**src/hdl/cgdz_pkg.sv**
```systemverilog
// Package for the color gradient block: widths, state types, queue payload
// and the per-channel Prewitt sum. No dependencies.
`timescale 1ns / 1ps
package cgdz_pkg;

  localparam int LWW     = 12;   // line_width register width
  localparam int FHW     = 13;   // frame_height register width
  localparam int CFGW    = 13;   // configuration data width
  localparam int CFGIW   = 1;    // configuration index width
  localparam int ROWW    = 12;   // row counter width
  localparam int FH_MAX  = 4096;
  localparam int PXW     = 24;
  localparam int GW      = 11;   // one channel gradient, signed
  localparam int AW      = 22;   // gxx, gyy, gxy accumulators
  localparam int D4W     = 47;   // 4 * d
  localparam int SQW     = 48;   // square root operand
  localparam int SQSTEPS = 24;
  localparam int SQCW    = 5;
  localparam int REMW    = 28;
  localparam int RTW     = 24;
  localparam int MAGW    = 11;
  localparam int MAG_MAX = 1397;
  localparam int QDEPTH  = 2;

  localparam logic [CFGIW-1:0] REG_LINE_WIDTH   = 1'b0;
  localparam logic [CFGIW-1:0] REG_FRAME_HEIGHT = 1'b1;

  typedef enum logic [2:0] {
    F_IDLE, F_RD, F_WIN, F_MAC, F_PUSH
  } front_state_e;

  typedef enum logic [2:0] {
    B_IDLE, B_MUL, B_SQ1, B_SQ2, B_OUT
  } back_state_e;

  typedef struct packed {
    logic [AW-1:0]        s;
    logic signed [AW-1:0] dd;
    logic signed [AW-1:0] gxy;
    logic                 dir;
    logic                 last;
  } grad_t;

  // Sum of three positive taps minus three negative taps of one channel.
  function automatic logic signed [GW-1:0] prewitt(
    input logic [7:0] p0, input logic [7:0] p1, input logic [7:0] p2,
    input logic [7:0] n0, input logic [7:0] n1, input logic [7:0] n2);
    return $signed({3'b000, p0}) + $signed({3'b000, p1}) + $signed({3'b000, p2})
         - $signed({3'b000, n0}) - $signed({3'b000, n1}) - $signed({3'b000, n2});
  endfunction

endpackage

```
**src/hdl/cgdz_fifo.sv**
```systemverilog
// Short queue between the front and the back of the gradient block.
// Depends on cgdz_pkg.
`timescale 1ns / 1ps
module cgdz_fifo (
  input  logic             clk_i,
  input  logic             rst_ni,
  input  logic             push_valid_i,
  output logic             push_ready_o,
  input  cgdz_pkg::grad_t  push_data_i,
  output logic             pop_valid_o,
  input  logic             pop_ready_i,
  output cgdz_pkg::grad_t  pop_data_o
);
  import cgdz_pkg::*;

  localparam int PW = $clog2(QDEPTH);
  localparam int NW = $clog2(QDEPTH + 1);

  grad_t          mem_q [QDEPTH];
  logic [PW-1:0]  wptr_q, rptr_q;
  logic [NW-1:0]  cnt_q;
  logic           push, pop;

  assign push_ready_o = cnt_q != NW'(QDEPTH);
  assign pop_valid_o  = cnt_q != '0;
  assign push         = push_valid_i & push_ready_o;
  assign pop          = pop_valid_o & pop_ready_i;
  assign pop_data_o   = mem_q[rptr_q];

  always_ff @(posedge clk_i or negedge rst_ni) begin
    if (!rst_ni) begin
      wptr_q <= '0;
      rptr_q <= '0;
      cnt_q  <= '0;
    end else begin
      if (push) begin
        wptr_q <= (wptr_q == PW'(QDEPTH - 1)) ? '0 : wptr_q + PW'(1);
      end
      if (pop) begin
        rptr_q <= (rptr_q == PW'(QDEPTH - 1)) ? '0 : rptr_q + PW'(1);
      end
      if (push && !pop) begin
        cnt_q <= cnt_q + NW'(1);
      end else if (pop && !push) begin
        cnt_q <= cnt_q - NW'(1);
      end
    end
  end

  always_ff @(posedge clk_i) begin
    if (push) begin
      mem_q[wptr_q] <= push_data_i;
    end
  end

  a_cnt_bound: assert property (@(posedge clk_i) disable iff (!rst_ni)
    cnt_q <= NW'(QDEPTH))
    else $error("queue fill count beyond depth");

  a_pop_drains: assert property (@(posedge clk_i) disable iff (!rst_ni)
    (pop && !push) |=> (cnt_q == $past(cnt_q) - NW'(1)))
    else $error("queue count did not drop on a lone pop");

endmodule

```
**config.mk**
```make
export PLATFORM = sky130hd
export DESIGN_NAME = cgdz_fifo
export DESIGN_NICKNAME = d
export VERILOG_FILES = /design/src/hdl/cgdz_pkg.sv /design/src/hdl/cgdz_fifo.sv
export SDC_FILE = /design/constraint.sdc
export NUM_CORES = 1
export LEC_CHECK = 0
export ABC_CLOCK_PERIOD_IN_PS = 5200
export BUFFER_PORTS_ARGS = -buffer_cell sky130_fd_sc_hd__buf_2
export CORE_MARGIN = 2
export CORE_UTILIZATION = 40
export CTS_CLUSTER_DIAMETER = 50
export DETAILED_ROUTE_END_ITERATION = 8
export GPL_TIMING_DRIVEN = 0
export MAX_ROUTING_LAYER = met4
export SYNTH_ARGS = -nofsm -noshare
export SYNTH_HDL_FRONTEND = slang
export SYNTH_SLANG_ARGS = --single-unit
```
**constraint.sdc**
```tcl
create_clock -name clk_i -period 5.2 [get_ports clk_i]
set_input_delay 0 -clock clk_i [delete_from_list [all_inputs] [get_ports clk_i]]
set_output_delay 0 -clock clk_i [all_outputs]
set_load 0.02 [all_outputs]
```
Word-level counts from Yosys, hierarchy flattened:

Memory sizes are Yosys's and may differ from the RTL's.
Index checks and enable logic that the tools add are counted.
Widths: inputs -> output; s select.

* add/subtract/negate cells: 4
* equality and inequality tests: 1
* reductions and logical operators: 6
* bitwise operators: 2
* muxes and demuxes: 6

Operator list (count)
* $mux 1: 4
* $mux 2: 2
* $reduce_bool 2->1: 2
* $add 1x1->1 const B: 2
* $add 2x1->2 const B: 1
* $and 1x1->1: 2
* $logic_and 1x1->1: 2
* $logic_not 1->1: 2
* $ne 2x2->1 const B: 1
* $sub 2x1->2 const B: 1

* bits in registers: 4
* memories kept: 1
* RAM bits: 136
* word-level logic and storage cells: 23

Memories
* mem_q: words 2, width 68, read ports 1, clocked after Yosys merged registers in 0, write ports 1, RTL line cgdz_fifo.sv:19 `grad_t mem_q [QDEPTH];`

Depth between registers and ports, before layout:

* depth after elaboration: 6
* depth in mapped cells: 7

Worst setup path before layout:

Ideal clock, no wire load.

* path kind: register to register
* start point: register cnt_q[0]
* end point: memory mem_q[0][0] (netlist bit), enable pin
* buffers on the path: 0
* period minus slack after synthesis: 4.135 ns
* data arrival time: 3.640 ns
* cell stages (with the launch flop): 4
* setup slack: 1.065 ns
* cell sequence: dfrtp_1 > nand2b_1 > nand2_1 > nor2_1

* cells in the longest elaborated chain, start to end: 4

RTL lines
* from (decl): RTL line cgdz_fifo.sv:21 `logic [NW-1:0] cnt_q;`
* from (signal assigned): RTL line cgdz_fifo.sv:43 `cnt_q <= cnt_q + NW'(1);`
* from (signal assigned): RTL line cgdz_fifo.sv:45 `cnt_q <= cnt_q - NW'(1);`
* $ne 2x2->1: RTL line cgdz_fifo.sv:24 `assign push_ready_o = cnt_q != NW'(QDEPTH);`
* named net push_ready_o: RTL line cgdz_fifo.sv:8 `output logic push_ready_o,`
* $and 1x1->1: RTL line cgdz_fifo.sv:26 `assign push = push_valid_i & push_ready_o;`
* $mux 1: RTL line cgdz_fifo.sv:51 `if (push) begin`
* $mux 1 (not written as such): RTL line cgdz_fifo.sv:52 `mem_q[wptr_q] <= push_data_i;`
* to (decl): RTL line cgdz_fifo.sv:19

The timed path passes the listed nets, and every way through them passes these cells.

Final worst setup path:

* start point: register cnt_q[0]
* end point: memory mem_q[0][34] (netlist bit), enable pin

* cells in the longest elaborated chain, start to end: 4

RTL lines (RTL line)
* $ne 2x2->1: cgdz_fifo.sv:24
* $and 1x1->1: cgdz_fifo.sv:26
* $mux 1: cgdz_fifo.sv:51
* $mux 1 (not written as such): cgdz_fifo.sv:52

No other way between the ends.

==> results.env <==
SEQUENTIAL_POWER_SHARE_PCT=38.3
GLOBAL_ROUTE.OVERFLOW_TOTAL=0
CHIPWIDTH_UM=117
FILL_COUNT=984
REPORT.FINAL.SETUP_VIOL=0
LAYOUT-AREA-OVERHEAD-VS-SYNTH_PCT=45.1
COMB_POWER_SHARE_PCT=33.0
FP.DIEH_UM=117
GROUTE.USAGE.OVERALL_PCT=14.9
HPWL_UM=5830
VIAS_PER_CELL=4.45
TIMING.SETUP.CRITICAL_PATH_CLASS='flip-flop to flip-flop'
SWITCHING_POWER_SUMMED_OVER_ALL_NETS_mW=1.25
POST_SYNTH_MAIN_AREA_CONTRIBUTORS='sky130_fd_sc_hd__edfxtp_1, sky130_fd_sc_hd__mux2_2, sky130_fd_sc_hd__mux2_4, sky130_fd_sc_hd__dfrtp_1, sky130_fd_sc_hd__xnor2_1'
CTS_SETUP_BUFFERS=0
DRC_ERRORS=0
RUN_STATUS='finished clean'
POWER_FRAC_CLOCK_PCT=28.7
PLACEMENT.IO_BUFFERS=141
CORE-AREA_SQ_UM=12600
YS_SEQ_ELEMENTS=140
ROUTE.VIAS.TOTAL=2893
SYN_INST=230
NUMCTSBUFFERS=17
CTS_TREE='done'
LARGEST_NET_DEGREE_AT_THE_START_OF_GLOBAL_ROUTING=46
SYNTH_AREA_PER_CELL_SQ_UM=22.4
CTS.REPAIR.RESIZED=0
ANT_NETS=0
ROOT_BUFFER='sky130_fd_sc_hd__clkbuf_16'
FINAL.SETUP.TNS_NS=0
MAXIMUM_FANOUT_ENCOUNTERED_ON_THE_CRITICAL_TIMING_PATH=27
CRIT_REQUIRED_NS=5.31
GRT_PASS1_VIAS=3039
HTREEDEPTH=4
ROUTEDWLPERCELL_UM=14.6
TIMING.FINAL.CRIT_PERIOD_NS=2.14
POWER_DENSITY_nW_PER_UM2=560
GRT_SETUP_UNREPAIRED='false'
SWITCHING_SHARE_PCT=30.0
FINISH.NET_COUNT=538
CTS.REPORTEDPATHS.CLKPINSLEW_NS=0.05
FMAXACHIEVABLE_MHz=467
FINAL-HOLD-VIOLATION-COUNT=0
IR_DROP_uV=296
NUMBER_OF_VIOLATIONS_OF_THE_MAX_CAPACITANCE_LIMIT=0
REGISTER_AREA_SHARE_AFTER_SYNTHESIS_PCT=81.3
NETLIST.AREA_LEADER.SHARE_PCT=79.4
SHARE_OF_CELLS_ABOVE_DRIVE_STRENGTH_1_PCT=51.5
FINAL_MAX_SLEW_VIOL_COUNT=0
CLOCK_SINKS=140
ROUTED_WL_UM=9490
HOLD_CLASS='input port to flip-flop'
MAX-CLOCK-PATH-BUFFERS=2
FIN_CRIT_SH_PCT=41.2
SORT_OF_ELEMENT_AT_THE_END_OF_THE_CRITICAL_PATH='flip-flop'
LAYOUT_SKEW_NS=0.00523
MAX_SLEW.WORST_PIN.SLEW_NS=0.777
MULTIINPUTGATEAREA_SQ_UM=906
DIODES=0
ROUTABILITYCONGESTION=0.659
POST-PLACE-WS_NS=2.99
RELSLEWSLACK_PCT=48.1
CP_DATA_ARRIVAL_TIME_NS=2.26
STATIC_LEAKAGE_POWER_nW=2.88
START_UTIL_PCT=40.9
CORE.ROWCOUNT=41
POWER_REPORT.INTERNAL_TOTAL_mW=2.93
REG_AREA_SQ_UM=4180
MOST-COMMON-LAYOUT-CELLS='sky130_fd_sc_hd__buf_2, sky130_fd_sc_hd__edfxtp_1, sky130_fd_sc_hd__dlygate4sd3_1'
FINAL_COMMON_CELL='sky130_fd_sc_hd__buf_2'
TOP_LEVEL_PORTS=142
SYNTH_FP_NETS=303
DESIGN.DIE.AREA_SQ_UM=13800
DETAILEDROUTE.FIRSTITERATIONVIOLATIONS=161
YS.WARNINGS.COUNT=0
SYNTH.DISTINCT_CELLS=16
GRT_FIRST_PASS_WIRELENGTH_UM=15100
MAPPEDNETLISTAREA_SQ_UM=5140
SETUP_SLACK_NS=3.06
SYNTHDOMINANTAREACELLTYPE='sky130_fd_sc_hd__edfxtp_1'
WORSTSETUPSTARTPOINTTYPE='flip-flop'
CLOCK_NETWORK_LATENCY_TO_THE_LATER_PIN_OF_THE_WORST_SKEW_PAIR_NS=0.41
DRT-PASS1-ITER-COUNT=4
ANTENNA_FOUND_INITIAL=0
-- worst max-delay path, cell delays in order (launching register included) --
cell and delay (ns):
sky130_fd_sc_hd__dfrtp_1 0.40, sky130_fd_sc_hd__nand2b_1 0.18, sky130_fd_sc_hd__nand2_1 0.15, sky130_fd_sc_hd__nor2_4 0.62, sky130_fd_sc_hd__buf_12 0.29, sky130_fd_sc_hd__buf_16 0.19
-- repair_timing --
action,CTS,global route
hold buffers,72,0
endpoints found under the setup margin,0,0
hold endpoints to repair,142,0
-- area by class of cell --
| class | instances | area share (%) |
|---|---|---|
| inverter | 1 | 0.0503 |
| buffer | 8 | 0.838 |
| sequential | 140 | 56.1 |
| clock buffer | 21 | 5.90 |
| timing repair buffer | 216 | 20.1 |
| clock inverter | 11 | 2.00 |
| multi-input combinational | 81 | 12.1 |
| tap | 172 | 2.88 |
-- registers in the layout, summed over array words and instances, names as in the netlist --
register,flops
wptr_q,1
mem_q,136
cnt_q,2
rptr_q,1
-- cell families (layout without fill, tap and decap cells) --
logic type | after synthesis | in the layout | synth area share [%]
mux | 68 | 68 | 15.6
flops | 140 | 140 | 81.3
simple gates | 7 | 7 | 0.657
fa+ha+maj | 1 | 1 | 0.243
xor+xnor | 5 | 5 | 0.852
buf+inv | 9 | 257 | 1.29
-- through the flow --
step / cells / total power, mW / hold slack [ns] / util, % / area [sq um]
2_1_floorplan: 230 / 2.55 / -0.296 / - / 5140
3_3_place_gp: 543 / 2.96 / -0.190 / 48.3 / 6060
3_5_place_dp: 546 / 2.99 / -0.189 / 48.9 / 6150
4_1_cts: 650 / 4.24 / 0.287 / 59.4 / 7460
5_1_grt: 650 / 4.38 / 0.295 / 59.4 / 7460
6_report: 650 / 4.18 / 0.312 / 59.4 / 7460
-- Yosys cell counts --
cell type                  instances
sky130_fd_sc_hd__edfxtp_1        136
sky130_fd_sc_hd__nand2b_1          1
sky130_fd_sc_hd__xor2_1            2
sky130_fd_sc_hd__inv_1             1
sky130_fd_sc_hd__nand2_1           2
sky130_fd_sc_hd__or2_2             1
sky130_fd_sc_hd__and3_1            1
sky130_fd_sc_hd__buf_2             5
sky130_fd_sc_hd__mux2_2           58
sky130_fd_sc_hd__buf_6             2
sky130_fd_sc_hd__dfrtp_1           4
sky130_fd_sc_hd__mux2_4           10
sky130_fd_sc_hd__ha_1              1
sky130_fd_sc_hd__nor2_1            2
sky130_fd_sc_hd__buf_8             1
sky130_fd_sc_hd__xnor2_1           3
-- routing by layer --
| metal | up-vias | share of wire, % | GRT usage, % |
|---|---|---|---|
| met2 | 103 | 50 | 23.6 |
| met1 | 1393 | 42 | 16.9 |
| li1 | 1379 | - | - |
| met3 | 18 | 5.8 | 5.25 |
| met4 | 0 | 2.2 | 7.08 |
| met5 | - | 0 | - |
-- power by group through the flow --
stage | Clock [mW] | Sequential (mW) | Combinational [mW]
floorplan | 0 | 1.63 | 0.923
global placement | 0 | 1.65 | 1.31
detailed placement | 0 | 1.63 | 1.36
CTS | 1.23 | 1.60 | 1.41
global route | 1.27 | 1.63 | 1.49
finish | 1.20 | 1.60 | 1.38
-- path summary, 6_finish.rpt --
kind,start,endpoint,slack (ns),depth (start not counted)
max in group asynchronous,rst_ni,cnt_q[1],4.53,3
max reg2reg,cnt_q[0],mem_q[0][34],3.06,5
min reg2reg,cnt_q[1],cnt_q[1],0.49,1
min in group asynchronous,rst_ni,wptr_q,0.49,3
min,push_data_i[61],mem_q[0][61],0.31,2
max,cnt_q[0],mem_q[0][34],3.06,5
Power figures use the tool's default switching activity.
