==> config.mk <==
export PLATFORM = sky130hd
export DESIGN_NAME = cgdz_back_flat
export DESIGN_NICKNAME = d
export VERILOG_FILES = /design/src/hdl/cgdz_pkg.sv /design/src/hdl/cgdz_if.sv /design/src/hdl/cgdz_back.sv /design/src/flat_wrapper.sv
export SDC_FILE = /design/constraint.sdc
export NUM_CORES = 1
export LEC_CHECK = 0
export BUFFER_PORTS_ARGS = -buffer_cell sky130_fd_sc_hd__buf_2
export CAP_MARGIN = 20
export CORE_MARGIN = 4
export CORE_UTILIZATION = 50
export DETAILED_ROUTE_END_ITERATION = 16
export GPL_TIMING_DRIVEN = 0
export PLACE_DENSITY = 0.74
export SETUP_SLACK_MARGIN = 0.5
export SKIP_CTS_REPAIR_TIMING = 1
export SYNTH_ARGS = -nofsm -noshare
export SYNTH_HDL_FRONTEND = slang
export SYNTH_SLANG_ARGS = --single-unit
==> constraint.sdc <==
create_clock -name clk_i -period 12.3 [get_ports clk_i]
set_input_delay 2.46 -clock clk_i [delete_from_list [all_inputs] [get_ports clk_i]]
set_output_delay 2.46 -clock clk_i [all_outputs]
set_load 0.01 [all_outputs]
==> src/hdl/cgdz_pkg.sv <==
// Package for the color gradient block: widths, state types, queue payload
// and the per-channel Prewitt sum. No dependencies.
`timescale 1ns / 1ps
package cgdz_pkg;

  localparam int LWW     = 12;   // line_width register width
  localparam int FHW     = 13;   // frame_height register width
  localparam int CFGW    = 13;   // configuration data width
  localparam int CFGIW   = 1;    // configuration index width
  localparam int ROWW    = 12;   // row counter width
  localparam int FH_MAX  = 4096;
  localparam int PXW     = 24;
  localparam int GW      = 11;   // one channel gradient, signed
  localparam int AW      = 22;   // gxx, gyy, gxy accumulators
  localparam int D4W     = 47;   // 4 * d
  localparam int SQW     = 48;   // square root operand
  localparam int SQSTEPS = 24;
  localparam int SQCW    = 5;
  localparam int REMW    = 28;
  localparam int RTW     = 24;
  localparam int MAGW    = 11;
  localparam int MAG_MAX = 1397;
  localparam int QDEPTH  = 2;

  localparam logic [CFGIW-1:0] REG_LINE_WIDTH   = 1'b0;
  localparam logic [CFGIW-1:0] REG_FRAME_HEIGHT = 1'b1;

  typedef enum logic [2:0] {
    F_IDLE, F_RD, F_WIN, F_MAC, F_PUSH
  } front_state_e;

  typedef enum logic [2:0] {
    B_IDLE, B_MUL, B_SQ1, B_SQ2, B_OUT
  } back_state_e;

  typedef struct packed {
    logic [AW-1:0]        s;
    logic signed [AW-1:0] dd;
    logic signed [AW-1:0] gxy;
    logic                 dir;
    logic                 last;
  } grad_t;

  // Sum of three positive taps minus three negative taps of one channel.
  function automatic logic signed [GW-1:0] prewitt(
    input logic [7:0] p0, input logic [7:0] p1, input logic [7:0] p2,
    input logic [7:0] n0, input logic [7:0] n1, input logic [7:0] n2);
    return $signed({3'b000, p0}) + $signed({3'b000, p1}) + $signed({3'b000, p2})
         - $signed({3'b000, n0}) - $signed({3'b000, n1}) - $signed({3'b000, n2});
  endfunction

endpackage

==> src/hdl/cgdz_if.sv <==


interface cgdz_res_if;
  logic                       valid;
  logic                       ready;
  logic [cgdz_pkg::MAGW-1:0]  magnitude;
  logic                       direction;
  logic                       last_of_frame;
  modport source (output valid, magnitude, direction, last_of_frame, input ready);
  modport sink (input valid, magnitude, direction, last_of_frame, output ready);
endinterface

==> src/hdl/cgdz_back.sv <==
// Back of the gradient block: forms 4*d with three small multipliers and runs
// two integer square roots on a shared unit. Depends on cgdz_pkg, cgdz_if.
`timescale 1ns / 1ps
module cgdz_back (
  input  logic             clk_i,
  input  logic             rst_ni,
  input  logic             q_valid_i,
  output logic             q_ready_o,
  input  cgdz_pkg::grad_t  q_data_i,
  cgdz_res_if.source       res
);
  import cgdz_pkg::*;

  back_state_e state_q, state_d;

  logic [AW-1:0]    s_q;
  logic [20:0]      add_q, agxy_q, x;
  logic             dir_q, last_q;
  logic [2:0]       k_q;
  logic [D4W-1:0]   d4_q, d4_n, term;
  logic [9:0]       xh;
  logic [10:0]      xl;
  logic [21:0]      prod_hh, prod_hl, prod_ll;
  logic [SQW-1:0]   opnd_q;
  logic [REMW-1:0]  rem_q, rem_n, trial;
  logic [RTW-1:0]   root_q, root_n;
  logic [SQCW-1:0]  step_q;
  logic             sq_last;
  logic [24:0]      t_val;
  logic [13:0]      p1;
  logic [MAGW-1:0]  mag_q;
  logic signed [AW-1:0] neg_dd, neg_gxy;

  assign neg_dd  = -q_data_i.dd;
  assign neg_gxy = -q_data_i.gxy;

  // Partial products of |x|^2 with x split at bit 11.
  assign x       = (k_q < 3'd3) ? add_q : agxy_q;
  assign xh      = x[20:11];
  assign xl      = x[10:0];
  assign prod_hh = 22'(xh * xh);
  assign prod_hl = 22'(xh * xl);
  assign prod_ll = 22'(xl * xl);

  always_comb begin
    case (k_q)
      3'd0:    term = D4W'(prod_hh) << 24;
      3'd1:    term = D4W'(prod_hl) << 14;
      3'd2:    term = D4W'(prod_ll) << 2;
      3'd3:    term = D4W'(prod_hh) << 26;
      3'd4:    term = D4W'(prod_hl) << 16;
      default: term = D4W'(prod_ll) << 4;
    endcase
  end
  assign d4_n = d4_q + term;

  // One digit of the restoring square root per cycle.
  assign rem_n   = {rem_q[REMW-3:0], opnd_q[SQW-1 -: 2]};
  assign trial   = REMW'({root_q, 2'b01});
  assign root_n  = (rem_n >= trial) ? {root_q[RTW-2:0], 1'b1} : {root_q[RTW-2:0], 1'b0};
  assign sq_last = step_q == SQCW'(SQSTEPS - 1);
  assign t_val   = {2'b00, s_q, 1'b0} + 25'(root_n);
  assign p1      = 14'(root_n[12:0]) + 14'd1;

  always_comb begin
    state_d   = state_q;
    q_ready_o = 1'b0;
    res.valid = 1'b0;
    case (state_q)
      B_IDLE: begin
        q_ready_o = 1'b1;
        if (q_valid_i) begin
          state_d = B_MUL;
        end
      end
      B_MUL: begin
        if (k_q == 3'd5) begin
          state_d = B_SQ1;
        end
      end
      B_SQ1: begin
        if (sq_last) begin
          state_d = B_SQ2;
        end
      end
      B_SQ2: begin
        if (sq_last) begin
          state_d = B_OUT;
        end
      end
      B_OUT: begin
        res.valid = 1'b1;
        if (res.ready) begin
          state_d = B_IDLE;
        end
      end
      default: begin
        state_d = B_IDLE;
      end
    endcase
  end

  always_ff @(posedge clk_i or negedge rst_ni) begin
    if (!rst_ni) begin
      state_q <= B_IDLE;
    end else begin
      state_q <= state_d;
    end
  end

  always_ff @(posedge clk_i) begin
    case (state_q)
      B_IDLE: begin
        s_q    <= q_data_i.s;
        add_q  <= q_data_i.dd[AW-1] ? neg_dd[20:0] : q_data_i.dd[20:0];
        agxy_q <= q_data_i.gxy[AW-1] ? neg_gxy[20:0] : q_data_i.gxy[20:0];
        dir_q  <= q_data_i.dir;
        last_q <= q_data_i.last;
        d4_q   <= '0;
        k_q    <= '0;
      end
      B_MUL: begin
        d4_q   <= d4_n;
        k_q    <= k_q + 3'd1;
        opnd_q <= SQW'(d4_n);
        rem_q  <= '0;
        root_q <= '0;
        step_q <= '0;
      end
      B_SQ1, B_SQ2: begin
        if (sq_last) begin
          opnd_q <= SQW'(t_val);
          rem_q  <= '0;
          root_q <= '0;
          step_q <= '0;
          mag_q  <= (p1[13:1] > 13'd2047) ? MAGW'(2047) : p1[MAGW:1];
        end else begin
          opnd_q <= {opnd_q[SQW-3:0], 2'b00};
          rem_q  <= (rem_n >= trial) ? rem_n - trial : rem_n;
          root_q <= root_n;
          step_q <= step_q + SQCW'(1);
        end
      end
      default: begin
      end
    endcase
  end

  assign res.magnitude     = mag_q;
  assign res.direction     = dir_q;
  assign res.last_of_frame = last_q;

  a_mag_range: assert property (@(posedge clk_i) disable iff (!rst_ni)
    res.valid |-> (res.magnitude <= MAGW'(MAG_MAX)))
    else $error("gradient magnitude out of range");

endmodule

==> src/flat_wrapper.sv <==
// flat-port wrapper written by rule: the top's interface ports become plain ports
module cgdz_back_flat import cgdz_pkg::*;
  (clk_i, rst_ni, q_valid_i, q_ready_o, q_data_i, res_valid, res_magnitude, res_direction, res_last_of_frame, res_ready);
  cgdz_res_if res_i ();
  input  logic clk_i;
  input  logic rst_ni;
  input  logic q_valid_i;
  output logic q_ready_o;
  input  cgdz_pkg::grad_t q_data_i;
  output wire logic [$bits(res_i.valid)-1:0] res_valid;
  output wire logic [$bits(res_i.magnitude)-1:0] res_magnitude;
  output wire logic [$bits(res_i.direction)-1:0] res_direction;
  output wire logic [$bits(res_i.last_of_frame)-1:0] res_last_of_frame;
  input wire logic [$bits(res_i.ready)-1:0] res_ready;
  assign res_valid = res_i.valid;
  assign res_magnitude = res_i.magnitude;
  assign res_direction = res_i.direction;
  assign res_last_of_frame = res_i.last_of_frame;
  assign res_i.ready = res_ready;
  cgdz_back u_core (.clk_i(clk_i), .rst_ni(rst_ni), .q_valid_i(q_valid_i), .q_ready_o(q_ready_o), .q_data_i(q_data_i), .res(res_i));
endmodule
# ---- After elaboration in Yosys (flattened, before gate mapping)
# Cells that the tools add are included.
dict set report op_classes {
  add_sub_neg 8
  n_mul 3
  n_div 0
  magnitude_cmp 3
  eq_ne 15
  shifts 0
  mux 24
  bitwise_logic 0
  n_reduce_logical 7
}
# operator n
set ops {}
lappend ops {{$pmux 46 s5} 1}
lappend ops {{$pmux 48 s2} 1}
lappend ops {{$pmux 47 s2} 1}
lappend ops {{$mux 21} 3}
lappend ops {{$mux 26} 2}
lappend ops {{$pmux 26 s2} 1}
lappend ops {{$mux 48} 1}
lappend ops {{$pmux 24 s2} 1}
lappend ops {{$add 47x47->47} 1}
lappend ops {{$neg 21->21} 2}
lappend ops {{$ge 28x26->1} 1}
lappend ops {{$sub 26x26->26} 1}
lappend ops {{$add 23x24->25} 1}
lappend ops {{$mux 24} 1}
lappend ops {{$mul 11x11->22} 1}
lappend ops {{$mul 10x11->21} 1}
lappend ops {{$mul 10x10->20} 1}
lappend ops {{$mux 3} 5}
lappend ops {{$pmux 3 s5} 1}
lappend ops {{$add 13x1->14 const B} 1}
lappend ops {{$gt 13x11->1 const B} 1}
lappend ops {{$eq 3x2->1 const B} 4}
lappend ops {{$pmux 5 s2} 1}
lappend ops {{$eq 3x3->1 const B} 3}
lappend ops {{other kinds (15)} 23}
dict set report totals {
  regBits 233
  latchBits 0
  ram_bits 0
  mem_bits_ro 0
  inputBits 72
  out_inout_bits 15
  wordCells 73
  memories 0
}

# ---- Depth between registers and ports, before layout
# Gate-level depths: netlist (run 1).
dict set report logic_depth {
  depth_word 6
  depth_mapped 37
  depth_no_buf 35
}

# ---- Worst setup path after synthesis (run 1)
# Ideal clock, no wire load.
dict set report synth_path {
  kind {flip-flop to flip-flop}
  start {register u_core.k_q[0]}
  end {register u_core.opnd_q[44] (data pin)}
  setup_ps 265
  arrival_time_ps 8652
  required_ps 12035
  setup_slack_ps 3384
  stages_incl_launch_ff 37
  n_path_buf 4
  synth_period_minus_slack_ps 8916
  path_cell_list {edfxtp_1 -> a21oi_2 -> buf_2 -> buf_1 -> mux2i_1 -> clkbuf_1 -> nor2_1 -> fa_1 -> fa_1 -> inv_1 -> fa_1 -> inv_1 -> fa_1 -> inv_1 -> fa_1 -> inv_1 -> ha_1 -> a21o_1 -> a21oi_1 -> nor4b_1 -> a21oi_1 -> a31oi_1 -> xor2_1 -> nor2_1 -> a221oi_1 -> o31ai_1 -> ha_1 -> clkbuf_1 -> nand4_1 -> nor4_1 -> nand2_1 -> a211oi_1 -> o211ai_1 -> a21oi_1 -> o211ai_1 -> xor2_1 -> o21ai_1}
}
dict set report synth_between {
  elab_chain_len 6
  word_cells_on_any_way 13
  cone_classes {add/sub (1); mul (3); order compare (1); eq/ne (4); mux (3); reduce/logical (1)}
}
# element line
set synth_rtl {}
lappend synth_rtl {{from (decl)} cgdz_back.sv:19} ;# logic [2:0] k_q;
lappend synth_rtl {{from (signal assigned)} cgdz_back.sv:124} ;# k_q <= k_q + 3'd1;
lappend synth_rtl {{$lt 3x2->1} cgdz_back.sv:38} ;# assign x = (k_q < 3'd3) ? add_q : agxy_q;
lappend synth_rtl {{$mux 21} cgdz_back.sv:38}
lappend synth_rtl {{$mul 11x11->22, or another cell as far along} cgdz_back.sv:43} ;# assign prod_ll = 22'(xl * xl);
lappend synth_rtl {{$pmux 46 s5 (*)} cgdz_back.sv:46} ;# case (k_q)
lappend synth_rtl {{$add 47x47->47 (*)} cgdz_back.sv:55} ;# assign d4_n = d4_q + term;
lappend synth_rtl {{$pmux 48 s2 (*)} cgdz_back.sv:112} ;# case (state_q)
lappend synth_rtl {{to (signal assigned)} cgdz_back.sv:125} ;# opnd_q <= SQW'(d4_n);
lappend synth_rtl {{to (signal assigned)} cgdz_back.sv:132} ;# opnd_q <= SQW'(t_val);
lappend synth_rtl {{to (signal assigned)} cgdz_back.sv:138} ;# opnd_q <= {opnd_q[SQW-3:0], 2'b00};
lappend synth_rtl {{to (decl)} cgdz_back.sv:24} ;# logic [SQW-1:0] opnd_q;
# Every way passes the cells marked *; elsewhere a longest branch is shown, timed or not.
# A chain may end at the register's enable or synchronous reset.

# ---- Worst setup path in the final report (run 1)
# Same ends and word-level chain as after synthesis.

==> key figures, run 1 <==
Status
  – Status: finished, final reports clean

Die
  – Initial Util: 0.506
  – Die height: 231 um
  – Boundary pin count: 87
  – Die ar.: 53,300 sq um
  – Die width: 231 um
  – Core area: ~50,000 sq um
  – Num rows: between 80 and 90

Placed design
  – Placer Congestion: slightly below 1
  – Port bufs: 86
  – Dpl hpwl: 54,700 um
  – DP Worst Slack: 818 ps

Logic synthesis
  – Post-synth EDFFs: approximately 230
  – Async set or reset register ratio after synthesis: 0.0130
  – Seq/Total Area, Yosys: 0.279
  – Syn avg cell area: roughly 9.2 sq um
  – Synthesized area: around 25,000 sq um
  – Mapped Cells: ~2,700
  – Synth Register Bits: ~230
  – Synth unique cells: 85
  – Mapped Nets: roughly 3,200
  – Ys Warns: 0
  – Main flop type after synthesis: edfxtp_1

STA
  – Relative slew slack: 0.239
  – Slew Viols, Final: 0
  – Worst-Margin Slew: between 1000 and 1500 ps
  – Final Hold Vio Count: 0
  – Final Cycle Share: 0.913
  – Fmax: about 0.089 GHz
  – Fin worst setup slack: between 1000 and 1500 ps
  – Setup violators final: 0
  – Fin Setup TNS: 0 ps
  – Fin crit period: about 11,000 ps
  – Clock Skew: 30.5 ps
  – RSZ-0062 raised after global routing: no
  – Hold Slack: ~530 ps

Worst setup path
  – Crit path kind: flip-flop to flip-flop
  – CP endpoint kind: flip-flop
  – Most used cell, CP: fa_1
  – Max FO, Critical Path: 10
  – R2R setup slack: about 1100 ps
  – FF-to-FF path depth: 36
  – Worst r2r src: u_core.k_q[0]
  – Max incr delay on CP: about 650 ps
  – Worst path buffer plus inverter count: 8
  – CP top delay family: adder cells
  – WP data required: 12,620 ps
  – WP data arrival: about 12,000 ps
  – RR Endpoint: u_core.opnd_q[44]
  – Critical path launch point type: flip-flop
  – Worst path slowest cell: mux2i_2

Clocking
  – Buffer type at the clock tree root: clkbuf_16
  – CTS tree: done
  – Clock buffer depth: 3
  – Sink Count: 231
  – Clock slew seen by the registers of the worst setup and hold paths: about 70 ps
  – Total CTS buffers: 26
  – CTS H-tree lvls: 1
  – Clock Latency Late Sink: 580 ps

Detailed routing
  – Post-Route WL: roughly 68,000 um
  – Drt first pass iters: 6
  – WL/cell: approximately 19 um
  – DRT iter0 DRCs: 1,971
  – Residual DRC: 0
  – Via Count: between 20,000 and 25,000
  – DRT antenna net count: 0
  – Avg Vias per Cell: just under 6

Global routing
  – Gr usage total: 0.252
  – First-pass GRT wire length: roughly 110,000 um
  – Largest net degree at the start of global routing: 34
  – Initial antenna violation count: 0
  – Total gr overflow: 0
  – Number of global-route vias before repair: 20,900

Final layout
  – Nets: between 3,000 and 4,000
  – N_diodes: 0
  – Share of layout cells above drive strength 1: 0.0703
  – Most frequent cells in the layout: inv_1, nor2_1, nand2_1, ha_1, edfxtp_1
  – Commonest non-fill, non-tap cell in the layout: inv_1
  – Area growth, synth to finish: 9.14%

Hold path
  – HP Class: flip-flop to flip-flop
  – Worst hold start: u_core.opnd_q[24]
  – Worst hold path cell count: 2
  – Hold path endpoint: u_core.opnd_q[26]

Job
  – Maxcap violations: 0
-- state kept, by name, indices dropped and copies added, names as in the netlist --
name                      count
u_core.agxy_q                21
u_core.d4_q                  45
u_core.opnd_q                48
u_core.root_q                24
u_core.rem_q                 26
u_core.res.direction          1
u_core.k_q                    3
u_core.res.last_of_frame      1
u_core.s_q                   22
u_core.state_q                3
u_core.add_q                 21
u_core.res.magnitude         11
u_core.step_q                 5
-- final cells by class --
cell class                 count  area, sq um
fill                        4449        22000
sequential                   231         6920
clock buffer                  29          662
multi-input combinational   2062        16400
buffer                        89          362
tap                          664          831
inverter                     323         1220
clock inverter                14          129
timing repair buffer          97          589
-- through the flow --
| step | instances | cell area, sq um | util |
|---|---|---|---|
| after floorplan | 2705 | 24800 | - |
| after global placement | 3455 | 26100 | 0.532 |
| after detailed placement | 3465 | 26300 | 0.535 |
| after CTS | 3508 | 27000 | 0.551 |
| after global routing | 3509 | 27100 | 0.552 |
| final | 3509 | 27100 | 0.552 |
-- worst min-delay path, cell delays in order, from the launching register on --
cell	delay, ps
edfxtp_1	320
nand2_1	50
o21ai_0	60
-- metal layers --
layer  GRT usage  share of wire  vias to the layer above
li1            -              -                     9661
met1       0.337           0.42                    10200
met2       0.418           0.47                      846
met3      0.0443          0.082                      136
met4      0.0806          0.032                        0
met5           0              0                        -
-- kinds of logic (layout without fill, tap and decap cells) --
family,Yosys count,count (layout),synth area share
and+or+nand+nor,823,823,0.148
AOI/OAI and AO/OA,576,576,0.152
adders and majority gates,434,434,0.273
buffers and inverters,412,552,0.0633
DFF,231,231,0.279
xor gates and xnor gates,179,179,0.0632
muxes,50,50,0.0217
-- cells in the mapped netlist, types with 20 or more instances --
| cell | instances | area share |
|---|---|---|
| a21o_1 | 56 | 0.017 |
| a21oi_1 | 165 | 0.033 |
| a31oi_1 | 21 | 0.0053 |
| and3_1 | 23 | 0.0058 |
| clkbuf_1 | 77 | 0.012 |
| edfxtp_1 | 228 | 0.28 |
| fa_1 | 181 | 0.15 |
| ha_1 | 253 | 0.13 |
| inv_1 | 315 | 0.048 |
| mux2_2 | 20 | 0.0091 |
| mux2i_1 | 29 | 0.012 |
| nand2_1 | 260 | 0.039 |
| nand3_1 | 49 | 0.0099 |
| nand4_1 | 20 | 0.0050 |
| nor2_1 | 311 | 0.047 |
| nor2b_1 | 23 | 0.0058 |
| nor3_1 | 52 | 0.010 |
| o21a_1 | 23 | 0.0070 |
| o21ai_0 | 108 | 0.022 |
| o31ai_1 | 22 | 0.0067 |
| xnor2_1 | 125 | 0.044 |
| xor2_1 | 54 | 0.019 |
-- worst max path at each step --
stage	end	cells after the start	start	slack [ps]
global route	u_core.d4_q[44]	36	u_core.k_q[0]	550
global placement	u_core.opnd_q[44]	36	u_core.k_q[0]	980
CTS	u_core.opnd_q[44]	36	u_core.k_q[0]	770
finish	u_core.opnd_q[44]	36	u_core.k_q[0]	1070
floorplan	u_core.opnd_q[44]	36	u_core.k_q[0]	3380
detailed placement	u_core.opnd_q[44]	36	u_core.k_q[0]	820
Power of run 1 is left out: the tool's default activity adds up to more than one toggle a clock period on the data nets, which glitch-free logic cannot reach.
==> run 2: changes to the inputs <==
--- a/config.mk
+++ b/config.mk
@@ -10,6 +10,6 @@
 export CORE_MARGIN = 4
-export CORE_UTILIZATION = 50
+export CORE_UTILIZATION = 35
 export DETAILED_ROUTE_END_ITERATION = 16
 export GPL_TIMING_DRIVEN = 0
-export PLACE_DENSITY = 0.74
+export PLACE_DENSITY = 0.58
 export SETUP_SLACK_MARGIN = 0.5
--- a/constraint.sdc
+++ b/constraint.sdc
@@ -3,2 +3,2 @@
 set_output_delay 2.46 -clock clk_i [all_outputs]
-set_load 0.01 [all_outputs]
+set_load 0.005 [all_outputs]
==> run 2 against run 1 <==
Compared with the run above: critical path depth did not move; clock skew down 13 ps; utilization down 16 points; sequential cell count is the same; register-to-register slack better by 30 ps; via count down 3.8%; cell area grew 2.1%; non-clock buffer count is 4 higher.
==> key figures, run 2 (synthesis gave the netlist of run 1 again) <==
Final layout
  – Layout Utilization: 0.395
  – Nets: around 3,300
  – Area growth, synth to finish: 11.5%
  – N_diodes: 0
  – Non-Filler Instances: between 3,000 and 4,000
  – Largest register FFs: 48
  – Commonest non-fill, non-tap cell in the layout: inv_1
  – Top reg by flops: u_core.opnd_q
  – Most frequent cells in the layout: inv_1, nor2_1, nand2_1, ha_1, edfxtp_1
  – Biggest regs: u_core.opnd_q (48), u_core.d4_q (45), u_core.rem_q (26)
  – Share of layout cells above drive strength 1: 0.0717

Worst setup path
  – Crit path kind: flip-flop to flip-flop
  – Max FO, Critical Path: 10
  – Max incr delay on CP: around 650 ps
  – WP data arrival: roughly 12,000 ps
  – Critical path launch point type: flip-flop
  – Worst path slowest cell: a211oi_1
  – Most used cell, CP: fa_1
  – WP data required: ~13,000 ps
  – CP endpoint kind: flip-flop
  – FF-to-FF path depth: 36

Die
  – Die width: between 200 and 300 um
  – Die ar.: between 70,000 and 80,000 sq um
  – Boundary pin count: between 80 and 90
  – Num rows: a little under 100
  – Core area: 70,100 sq um
  – Die height: between 200 and 300 um
  – Initial Util: 0.354

Detailed routing
  – Via Count: roughly 20,000
  – DRT iter0 DRCs: between 1,000 and 1,500
  – WL/cell: between 15 and 20 um
  – DRT antenna net count: 0
  – Post-Route WL: 67,300 um
  – Drt first pass iters: 5
  – Residual DRC: 0
  – Avg Vias per Cell: ~5.3

Clocking
  – Clock buffer depth: 3
  – Clock slew seen by the registers of the worst setup and hold paths: ~60 ps
  – CTS tree: done
  – CTS H-tree lvls: 1
  – Buffer type at the clock tree root: clkbuf_16
  – Sink Count: between 200 and 250
  – Clock Latency Late Sink: between 500 and 600 ps
  – Total CTS buffers: 29

Global routing
  – Gr usage total: 0.177
  – Largest net degree at the start of global routing: 31
  – Initial antenna violation count: 0
  – First-pass GRT wire length: approximately 110,000 um
  – Total gr overflow: 0
  – Number of global-route vias before repair: slightly below 20,000

STA
  – Fin Setup TNS: 0 ps
  – Worst-Margin Slew: approximately 940 ps
  – Final Cycle Share: 0.911
  – Relative slew slack: 0.352
  – Fin crit period: 11,200 ps
  – Fmax: 0.0893 GHz
  – Setup violators final: 0
  – Final Hold Vio Count: 0
  – Slew Viols, Final: 0
  – Clock Skew: 17.9 ps
  – RSZ-0062 raised after global routing: no

Placed design
  – Placer Congestion: 0.876
  – Placed cell count: roughly 3,700
  – Dpl hpwl: around 54,000 um
  – Port bufs: between 80 and 90

Hold path
  – Worst hold path cell count: 2
  – HP Class: flip-flop to flip-flop

Job
  – Maxcap violations: 0

Status
  – Status: finished, final reports clean
## run 2: worst max-delay path, delay by kind of cell (launching register included)
kind                     cells  cell delay [ps]
multiplexers                 1              580
flip-flops                   1              470
adder cells (fa/ha/maj)      7             3240
buffers and inverters        8             1760
AND/OR/NAND/NOR              6             1370
XOR/XNOR                     2              520
AO/OA/AOI/OAI               12             2960
## run 2: layer usage
metal  share of wire  up-vias  track usage  wire (um)
met5               0        -            0          0
met4           0.015        0       0.0302       1010
li1                -     9682            -          -
met1            0.46     9824        0.250      30600
met3           0.065       67       0.0281       4350
met2            0.47      506        0.292      31300
## run 2: per-stage QoR
| step | area (sq um) | hold WS [ps] | setup slack [ps] |
|---|---|---|---|
| global route | 27700 | 554 | 631 |
| CTS | 27700 | 528 | 760 |
| detailed placement | 26700 | 512 | 787 |
| floorplan | 24800 | 495 | 3380 |
| global placement | 26400 | 499 | 669 |
| finish | 27700 | 524 | 1100 |
## run 2: area by class of cell
type,instances,area (sq um)
inverter,323,1210
clock inverter,22,273
tap,940,1180
buffer,89,363
clock buffer,31,733
multi-input combinational,2062,16400
timing repair buffer,101,643
sequential,231,6920
fill,7169,42500
## run 2: path summary, 6_finish.rpt
check                                       start           endpoint  slack, ps
worst max-delay path                u_core.k_q[0]  u_core.opnd_q[44]       1100
worst min-delay path            u_core.opnd_q[31]  u_core.opnd_q[33]        520
worst max register to register      u_core.k_q[0]  u_core.opnd_q[44]       1100
worst min register to register  u_core.opnd_q[31]  u_core.opnd_q[33]        520
max in group asynchronous                  rst_ni  u_core.state_q[2]      10530
min in group asynchronous                  rst_ni  u_core.state_q[0]       1660
Power of run 2 is left out for the same reason.
